<file path="config.mk">
export PLATFORM = sky130hd
export DESIGN_NAME = clb_ctrl
export DESIGN_NICKNAME = d
export VERILOG_FILES = /design/src/rtl/clb_pkg.sv /design/src/rtl/clb_ctrl.sv
export SDC_FILE = /design/constraint.sdc
export NUM_CORES = 1
export LEC_CHECK = 0
export ABC_AREA = 1
export BUFFER_PORTS_ARGS = -buffer_cell sky130_fd_sc_hd__buf_2
export CAP_MARGIN = 30
export CELL_PAD_IN_SITES_DETAIL_PLACEMENT = 1
export CELL_PAD_IN_SITES_GLOBAL_PLACEMENT = 2
export CORE_ASPECT_RATIO = 1.5
export CORE_MARGIN = 2
export CORE_UTILIZATION = 25
export DETAILED_ROUTE_END_ITERATION = 6
export PLACE_DENSITY_LB_ADDON = 0.05
export SETUP_SLACK_MARGIN = 0.05
export SYNTH_ARGS = -nofsm -noshare
export SYNTH_HDL_FRONTEND = slang
export SYNTH_SLANG_ARGS = --single-unit
</file>
<file path="constraint.sdc">
create_clock -name clk -period 2.8 [get_ports clk]
set_input_delay 0.28 -clock clk [delete_from_list [all_inputs] [get_ports clk]]
set_output_delay 0.28 -clock clk [all_outputs]
set_load 0.02 [all_outputs]
</file>
<file path="src/rtl/clb_pkg.sv">
package clb_pkg;

    // Fixed field widths
    localparam int POS_W     = 32;
    localparam int DIFF_W    = 33;
    localparam int PIDX_W    = 16;
    localparam int CID_W     = 12;
    localparam int LINK_W    = 16;
    localparam int GRID_W    = 5;
    localparam int COORD_W   = 5;
    localparam int LIN_W     = 10;
    localparam int ID_W      = 15;
    localparam int CFG_IDX_W = 3;
    localparam int EPOCH_W   = 8;

    // Register reset values
    localparam logic [POS_W-1:0]  INV_RESET  = 32'h0001_0000;
    localparam logic [GRID_W-1:0] GRID_RESET = 5'd10;

    typedef enum logic [1:0] {
        FUNC_CLEAR  = 2'd0,
        FUNC_INSERT = 2'd1,
        FUNC_READ   = 2'd2
    } func_t;

    typedef enum logic [CFG_IDX_W-1:0] {
        CFG_ORIGIN_X = 3'd0,
        CFG_ORIGIN_Y = 3'd1,
        CFG_ORIGIN_Z = 3'd2,
        CFG_INV_CELL = 3'd3,
        CFG_GRID_X   = 3'd4,
        CFG_GRID_Y   = 3'd5,
        CFG_GRID_Z   = 3'd6
    } cfg_idx_t;

    typedef enum logic [1:0] {
        AXIS_X = 2'd0,
        AXIS_Y = 2'd1,
        AXIS_Z = 2'd2
    } axis_t;

    typedef enum logic [2:0] {
        ST_SWEEP,
        ST_IDLE,
        ST_MUL,
        ST_CHK,
        ST_LIN1,
        ST_LIN2,
        ST_RD,
        ST_WB
    } state_t;

    // Controller to datapath
    typedef struct packed {
        logic  load;
        logic  mul_en;
        axis_t axis;
        logic  lin1;
        logic  lin2;
        logic  rd_en;
        logic  sweep_en;
        logic  epoch_inc;
        logic  epoch_init;
        logic  out_load;
    } cmd_t;

    // Datapath to controller
    typedef struct packed {
        logic sweep_last;
        logic epoch_full;
        logic out_free;
    } stat_t;

endpackage

</file>
<file path="src/rtl/clb_ctrl.sv">
module clb_ctrl (
    input  logic           clk,
    input  logic           rst_n,
    input  logic           in_valid,
    input  logic [1:0]     func,
    output logic           in_ready,
    output clb_pkg::cmd_t  cmd,
    input  clb_pkg::stat_t stat
);

    clb_pkg::state_t state_reg, state_next;
    clb_pkg::axis_t  axis_reg, axis_next;
    logic            clr_reg, clr_next;

    // State registers
    always_ff @(posedge clk or negedge rst_n)
    begin
        if (!rst_n)
        begin
            state_reg <= clb_pkg::ST_SWEEP;
            axis_reg  <= clb_pkg::AXIS_X;
            clr_reg   <= 1'b0;
        end
        else
        begin
            state_reg <= state_next;
            axis_reg  <= axis_next;
            clr_reg   <= clr_next;
        end
    end

    // Next state
    always_comb
    begin
        state_next = state_reg;
        axis_next  = axis_reg;
        clr_next   = clr_reg;
        unique case (state_reg)
            clb_pkg::ST_SWEEP:
            begin
                if (stat.sweep_last)
                begin
                    state_next = clr_reg ? clb_pkg::ST_WB : clb_pkg::ST_IDLE;
                    clr_next   = 1'b0;
                end
            end
            clb_pkg::ST_IDLE:
            begin
                if (in_valid)
                begin
                    unique case (func)
                        clb_pkg::FUNC_CLEAR:
                        begin
                            if (stat.epoch_full)
                            begin
                                state_next = clb_pkg::ST_SWEEP;
                                clr_next   = 1'b1;
                            end
                            else
                            begin
                                state_next = clb_pkg::ST_WB;
                            end
                        end
                        clb_pkg::FUNC_INSERT:
                        begin
                            state_next = clb_pkg::ST_MUL;
                            axis_next  = clb_pkg::AXIS_X;
                        end
                        clb_pkg::FUNC_READ:
                        begin
                            state_next = clb_pkg::ST_RD;
                        end
                        default:
                        begin
                            state_next = clb_pkg::ST_WB;
                        end
                    endcase
                end
            end
            clb_pkg::ST_MUL:
            begin
                if (axis_reg == clb_pkg::AXIS_Z)
                begin
                    state_next = clb_pkg::ST_CHK;
                end
                else if (axis_reg == clb_pkg::AXIS_X)
                begin
                    axis_next = clb_pkg::AXIS_Y;
                end
                else
                begin
                    axis_next = clb_pkg::AXIS_Z;
                end
            end
            clb_pkg::ST_CHK:  state_next = clb_pkg::ST_LIN1;
            clb_pkg::ST_LIN1: state_next = clb_pkg::ST_LIN2;
            clb_pkg::ST_LIN2: state_next = clb_pkg::ST_RD;
            clb_pkg::ST_RD:   state_next = clb_pkg::ST_WB;
            clb_pkg::ST_WB:
            begin
                if (stat.out_free)
                begin
                    state_next = clb_pkg::ST_IDLE;
                end
            end
        endcase
    end

    // Commands
    always_comb
    begin
        cmd      = '0;
        in_ready = 1'b0;
        unique case (state_reg)
            clb_pkg::ST_SWEEP:
            begin
                cmd.sweep_en   = 1'b1;
                cmd.epoch_init = stat.sweep_last;
            end
            clb_pkg::ST_IDLE:
            begin
                in_ready = 1'b1;
                if (in_valid)
                begin
                    cmd.load      = 1'b1;
                    cmd.epoch_inc = (func == clb_pkg::FUNC_CLEAR) && !stat.epoch_full;
                end
            end
            clb_pkg::ST_MUL:
            begin
                cmd.mul_en = 1'b1;
                cmd.axis   = axis_reg;
            end
            clb_pkg::ST_CHK:  cmd = '0;
            clb_pkg::ST_LIN1: cmd.lin1 = 1'b1;
            clb_pkg::ST_LIN2: cmd.lin2 = 1'b1;
            clb_pkg::ST_RD:   cmd.rd_en = 1'b1;
            clb_pkg::ST_WB:   cmd.out_load = stat.out_free;
        endcase
    end

endmodule

</file>
==> insert_results.sql, run 1 <==
INSERT INTO impl_metrics (metric_group, metric, value, unit) VALUES
('yosys', 'ys_async_sr_fraction', '100', '%'),
('grt', 'grt_start_max_net_pins', '8', ''),
('setup_path', 'timing.critical_path.required', '2.52', 'ns'),
('place', 'hpwl', '1480', 'um'),
('yosys', 'synth_sequential_area_ratio', '26.3', '%'),
('yosys', 'postSynthRegisterBits', '6', ''),
('setup_path', 'critPathArrivalTime', '1.40', 'ns'),
('clock_tree', 'clk-insertion-delay-late', '0.25', 'ns'),
('power', 'total_leakage_power', '0.457', 'nW'),
('drt', 'routed_wire_length_per_instance', '11.7', 'um'),
('finish', 'ff_latch_area', '150', 'um2'),
('yosys', 'avgSynthCellArea', '5.83', 'um2'),
('drt', 'ant_nets', '0', ''),
('clock_tree', 'post-cts-setup-buffer-count', '0', ''),
('floorplanning', 'die_width', '43.1', 'um'),
('finish', 'area.growth.synth_to_final', '27.4', '%'),
('clock_tree', 'clock_path_buffers', '2', ''),
('finish', 'n_fill_cell', '306', ''),
('timing', 'max-slew-margin-rel', '76.0', '%'),
('place', 'globalplace.congestion', '0.801', ''),
('clock_tree', 'number_of_cts_inserted_buffers', '3', ''),
('floorplanning', 'fp-row-count', '21', ''),
('clock_tree', 'root_buffer', 'sky130_fd_sc_hd__clkbuf_4', ''),
('yosys', 'synth_top_area_share', '26.3', '%'),
('timing', 'timing.final.crit_share', '60.1', '%'),
('setup_path', 'r2r-start', 'state_reg[2]', ''),
('yosys', 'yosysWarningCount', '0', ''),
('yosys', 'synth.cells.most_frequent', '34 x sky130_fd_sc_hd__nand2_1, 16 x sky130_fd_sc_hd__inv_1, 12 x sky130_fd_sc_hd__nor2_1', ''),
('timing', 'tns', '0', 'ns'),
('floorplanning', 'core_area', '0.00221', 'mm2'),
('setup_path', 'critical_path.cell_chain', 'inv_2 -> nand2_2 -> nor2_2 -> inv_1 -> nor2_1 -> buf_2', ''),
('floorplanning', 'start_util', '25.9', '%'),
('clock_tree', 'clock_tree_from_tritoncts', 'done', ''),
('setup_path', 'cp-start-kind', 'flop', ''),
('grt', 'grt_pass1_wl', '2850', 'um'),
('setup_path', 'r2r_setup_slack', '1.45', 'ns'),
('drt', 'vias_after_detailed_routing', '658', ''),
('yosys', 'ys_top_cells_by_area', 'sky130_fd_sc_hd__dfrtp_1 26%, sky130_fd_sc_hd__nand2_1 22%, sky130_fd_sc_hd__inv_1 11%, sky130_fd_sc_hd__nor2_1 7.9%, sky130_fd_sc_hd__ha_1 6.6%', ''),
('drt', 'detail_route.drc_violations', '0', ''),
('grt', 'initial_antenna_violation_count', '0', ''),
('floorplanning', 'num_io_pins', '20', ''),
('finish', 'postLayoutCoreUtil', '33.0', '%'),
('finish', 'antenna-diode-count', '0', ''),
('yosys', 'most_frequently_used_cell_type_in_the_post_synthesis_netlist', 'sky130_fd_sc_hd__nand2_1', ''),
('finish', 'drive_gt1_share', '29.8', '%'),
('timing', 'report.final.slew_viol_count', '0', ''),
('setup_path', 'timing.critical_path.to', 'cmd[8]', ''),
('power', 'power_density', '1060', 'mW/mm2'),
('setup_path', 'critical_path.reg2reg.endpoint', 'state_reg[0]', ''),
('run_status', 'run_status', 'completed', ''),
('setup_path', 'rr_worst_depth', '7', ''),
('yosys', 'yosysTopAreaCell', 'sky130_fd_sc_hd__dfrtp_1', ''),
('drt', 'drt-pass1-iter-count', '2', ''),
('timing', 'final_period_minus_worst_setup_slack', '1.68', 'ns'),
('grt', 'number_of_global_route_vias_before_repair', '649', ''),
('setup_path', 'setup.worst_path.end_class', 'output pin', ''),
('power', 'power_after_layout', '769', 'uW'),
('drt', 'drt_first_iter_violations', '10', ''),
('place', 'post-place-ws', '1.36', 'ns'),
('yosys', 'syn_inst', '98', ''),
('setup_path', 'crit_path_top_delay_cell', 'sky130_fd_sc_hd__dfrtp_1', ''),
('yosys', 'syn-cell-area', '572', 'um2'),
('grt', 'global_route.usage.total', '13.9', '%'),
('grt', 'globalRoute.totalOverflow', '0', ''),
('setup_path', 'crit_fanout', '7', ''),
('worst_hold_path', 'hold_class', 'input pin to asynchronous set/reset pin', ''),
('yosys', 'yosys.cell_types.count', '16', ''),
('setup_path', 'worstSetupPathType', 'flop to output pin', ''),
('timing', 'timing.final.setup_violations', '0', ''),
('finish', 'max_reg_flops', '3', ''),
('finish', 'multi_input_area', '347', 'um2');
## area by class of cell
class | count | area share [%]
multi-input cells | 72 | 47.6
well taps | 23 | 3.95
inverters | 20 | 10.3
clock buffers | 3 | 3.09
flip-flops and latches | 6 | 20.6
repair buffers | 20 | 14.4
## critical path: cells and delay by family, from the launching register on
family / cells / cell delay (ns)
DFF: 1 / 0.43
and+or+nand+nor: 3 / 0.32
buffers and inverters: 3 / 0.40
## report_power, final
part	internal (mW)	switching, mW	total (mW)
registers	0.130	0.0651	0.195
logic	0.158	0.329	0.487
clock network	0.0489	0.0379	0.0868
## worst min-delay path by stage
stage,from,to,slack (ns),depth (start not counted)
after floorplan,rst_n,axis_reg[0],-0.02,0
after global placement,rst_n,state_reg[2],0.12,1
after detailed placement,rst_n,state_reg[2],0.13,1
after CTS,rst_n,axis_reg[1],0.39,2
after global routing,rst_n,axis_reg[1],0.41,2
final,rst_n,axis_reg[1],0.38,2
## placed cells by master, fill, tap and decap left out, drive strengths merged, types with 2 or more instances in the layout
master / count
ha: 3
dfrtp: 6
buf: 19
nand2: 40
nor3: 2
inv: 19
clkbuf: 3
nor2: 17
nand3: 6
## cell families after synthesis
kind of cell               after synthesis  share of synthesized area, %
AOI/OAI and AO/OA                        2                          1.75
and+or+nand+nor                         67                          52.3
adders and majority gates                3                          6.57
DFF                                      6                          26.3
buffers and inverters                   20                          13.1
## layer usage
| metal | global-route usage [%] | wire, um | vias up |
|---|---|---|---|
| met5 | 0 | 0 | - |
| met4 | 6.82 | 39 | 0 |
| met1 | 16.0 | 666 | 299 |
| met2 | 25.0 | 926 | 15 |
| li1 | - | - | 338 |
| met3 | 0.867 | 49 | 6 |
## stage by stage
stage | instances | cell area [um2] | hold WS, ns
6_report | 144 | 728 | 0.382
2_1_floorplan | 98 | 572 | -0.0156
3_5_place_dp | 140 | 696 | 0.125
3_3_place_gp | 140 | 696 | 0.122
4_1_cts | 144 | 728 | 0.385
5_1_grt | 144 | 728 | 0.410
(Power assumes the default switching activity.)
==> run 2: changes to the inputs <==
--- a/config.mk
+++ b/config.mk
@@ -12,7 +12,7 @@
 export CELL_PAD_IN_SITES_GLOBAL_PLACEMENT = 2
 export CORE_ASPECT_RATIO = 1.5
 export CORE_MARGIN = 2
-export CORE_UTILIZATION = 25
+export CORE_UTILIZATION = 23
 export DETAILED_ROUTE_END_ITERATION = 6
 export PLACE_DENSITY_LB_ADDON = 0.05
 export SETUP_SLACK_MARGIN = 0.05
==> constraint.sdc (replaced) <==
create_clock -name clk -period 1.64 [get_ports clk]
set_input_delay 0.164 -clock clk [delete_from_list [all_inputs] [get_ports clk]]
set_output_delay 0.164 -clock clk [all_outputs]
set_load 0.02 [all_outputs]
==> run 2 against run 1 <==
  * First-iteration DRC count fell by 30%
  * Clock power increased by 64%
  * Largest power group unchanged
  * Via count grew 1.2%
  * Count of clock-buffer cells in the layout is the same
  * Sequential power up 75%
  * Sequential cell count unchanged
  * Hold slack got worse by 0.15 ns
  * Cell area rose by 5.5%
  * Final cell count is 2.8% higher
  * Critical endpoint unchanged
  * Critical path depth did not move
==> insert_results.sql, run 2 (synthesis gave the netlist of run 1 again) <==
INSERT INTO impl_metrics (metric_group, metric, value, unit) VALUES
('run_status', 'run_status', 'completed', ''),
('grt', 'initial_antenna_violation_count', '0', ''),
('floorplanning', 'floorplan.die_area', '0.00291', 'mm2'),
('grt', 'grt_pass1_wl', '3040', 'um'),
('timing', 'timing_worst_slew_pin_value', '0.207', 'ns'),
('drt', 'drt-pass1-iter-count', '4', ''),
('drt', 'detail_route.drc_violations', '0', ''),
('place', 'globalplace.congestion', '0.828', ''),
('grt', 'global_route.usage.total', '14.6', '%'),
('grt', 'globalRoute.totalOverflow', '0', ''),
('timing', 'tns', '0', 'ns'),
('worst_hold_path', 'hold_class', 'input pin to flop', ''),
('flow_run', 'timing.max_cap.violations', '0', ''),
('power', 'power_density', '1850', 'mW/mm2'),
('clock_tree', 'htree_levels', '1', ''),
('timing', 'max-slew-margin-rel', '86.2', '%'),
('finish', 'drive_gt1_share', '33.9', '%'),
('floorplanning', 'die_width', '44.7', 'um'),
('timing', 'fin_skew', '0.00256', 'ns'),
('setup_path', 'crit_fanout', '4', ''),
('floorplanning', 'core_area', '0.00239', 'mm2'),
('floorplanning', 'fp-row-count', '22', ''),
('clock_tree', 'clk_pin_slew', '0.05', 'ns'),
('power', 'vdd_ir_drop_max', '0.000491', 'V'),
('floorplanning', 'die_height', '65.1', 'um'),
('drt', 'drt_wl_total', '1780', 'um'),
('clock_tree', 'number_of_cts_inserted_buffers', '3', ''),
('power', 'total_leakage_power', '0.470', 'nW'),
('finish', 'antenna-diode-count', '0', ''),
('grt', 'grt_start_max_net_pins', '8', ''),
('clock_tree', 'clock_sink_count', '6', ''),
('finish', 'postLayoutCoreUtil', '32.1', '%'),
('finish', 'max_reg_flops', '3', ''),
('timing', 'timing.final.crit_share', '88.6', '%'),
('floorplanning', 'start_util', '23.9', '%'),
('timing', 'timing.final.setup_violations', '0', ''),
('clock_tree', 'clock_path_buffers', '2', ''),
('drt', 'routed_wire_length_per_instance', '12.1', 'um'),
('timing', 'final_period_minus_worst_setup_slack', '1.45', 'ns'),
('clock_tree', 'clock_tree_from_tritoncts', 'done', ''),
('timing', 'fmax', '688', 'MHz'),
('setup_path', 'timing.critical_path.required', '1.48', 'ns'),
('setup_path', 'critPathArrivalTime', '1.29', 'ns'),
('setup_path', 'setup.worst_path.end_class', 'output pin', ''),
('grt', 'number_of_global_route_vias_before_repair', '714', ''),
('clock_tree', 'clk-insertion-delay-late', '0.24', 'ns'),
('setup_path', 'worstSetupPathType', 'flop to output pin', ''),
('place', 'portBuffers', '19', ''),
('setup_path', 'cp-start-kind', 'flop', ''),
('timing', 'rsz0062_at_grt', 'false', ''),
('drt', 'via_per_inst', '4.50', ''),
('drt', 'ant_nets', '0', ''),
('timing', 'finalHoldViolations', '0', ''),
('drt', 'drt_first_iter_violations', '7', ''),
('finish', 'area.growth.synth_to_final', '34.4', '%'),
('finish', 'final_common_cell', 'sky130_fd_sc_hd__nand2_1', ''),
('finish', 'most-common-layout-cells', '34 x sky130_fd_sc_hd__nand2_1, 19 x sky130_fd_sc_hd__buf_2, 16 x sky130_fd_sc_hd__inv_1', ''),
('place', 'hpwl', '1540', 'um'),
('clock_tree', 'root_buffer', 'sky130_fd_sc_hd__clkbuf_4', ''),
('drt', 'vias_after_detailed_routing', '666', ''),
('timing', 'report.final.slew_viol_count', '0', ''),
('finish', 'post_layout_nets', '137', ''),
('finish', 'n_fill_cell', '331', ''),
('floorplanning', 'num_io_pins', '20', '');
-- run 2: changes by cell type in the layout (fill, tap and decap cells not counted) --
cell,change
sky130_fd_sc_hd__nor2_2,-2
sky130_fd_sc_hd__inv_4,+1
sky130_fd_sc_hd__inv_2,-1
sky130_fd_sc_hd__nor2_4,+2
sky130_fd_sc_hd__dfrtp_2,+3
sky130_fd_sc_hd__dfrtp_1,-3
sky130_fd_sc_hd__buf_4,+3
-- run 2: timing repair --
| item | 4_1_cts | 5_1_grt |
|---|---|---|
| setup endpoints to repair | 3 | 5 |
| pin swaps | 0 | 0 |
| endpoints found under the hold margin | 6 | 0 |
| resized for setup | 2 | 4 |
| buffers inserted | 2 | 1 |
| hold buffers | 1 | 0 |
-- run 2: area by class of cell --
class	instances	area [um2]	area share, %
flip-flops and latches	6	154	20.0
clock buffers	3	22.5	2.93
multi-input cells	72	357	46.4
well taps	24	30.0	3.91
inverters	20	77.6	10.1
repair buffers	23	128	16.6
-- run 2: metal layers --
metal  wire [um]  vias to the layer above  track usage [%]
met4          19                        0             6.82
met2        1090                       12             28.4
li1            -                      344                -
met1         634                      308             14.6
met3          37                        2            0.836
met5           0                        -                0
-- run 2: path summary, 6_finish.rpt --
| check | startpoint | end | slack [ns] | cells after the start |
|---|---|---|---|---|
| worst max-delay path | state_reg[0] | cmd[8] | 0.19 | 6 |
| worst min-delay path | stat[0] | state_reg[2] | 0.24 | 4 |
| worst max register to register | state_reg[1] | state_reg[1] | 0.41 | 8 |
| worst min register to register | axis_reg[0] | axis_reg[0] | 0.48 | 2 |
| max in group asynchronous | rst_n | state_reg[1] | 1.19 | 2 |
| min in group asynchronous | rst_n | axis_reg[0] | 0.28 | 2 |
-- run 2: critical path, stage by stage (launching register included) --
cell	delay, ns
sky130_fd_sc_hd__dfrtp_2	0.42
sky130_fd_sc_hd__inv_4	0.09
sky130_fd_sc_hd__nand2_2	0.08
sky130_fd_sc_hd__nor2_4	0.12
sky130_fd_sc_hd__inv_1	0.09
sky130_fd_sc_hd__nor2_1	0.09
sky130_fd_sc_hd__buf_2	0.17
-- run 2: per-stage QoR --
stage / worst slack (ns) / instances / instance area (um2) / hold slack (ns) / total power [mW]
after global placement: 0.287 / 141 / 697 / 0.00633 / 1.19
final: 0.187 / 148 / 768 / 0.236 / 1.42
after detailed placement: 0.270 / 141 / 697 / 0.00673 / 1.19
after floorplan: 0.221 / 98 / 572 / -0.132 / 0.932
after global routing: 0.0556 / 148 / 768 / 0.261 / 1.59
after CTS: 0.0805 / 147 / 751 / 0.228 / 1.40
-- run 2: power breakdown --
group	internal, mW	switching [mW]
clock	0.0832	0.0591
combinational	0.328	0.606
sequential	0.231	0.110
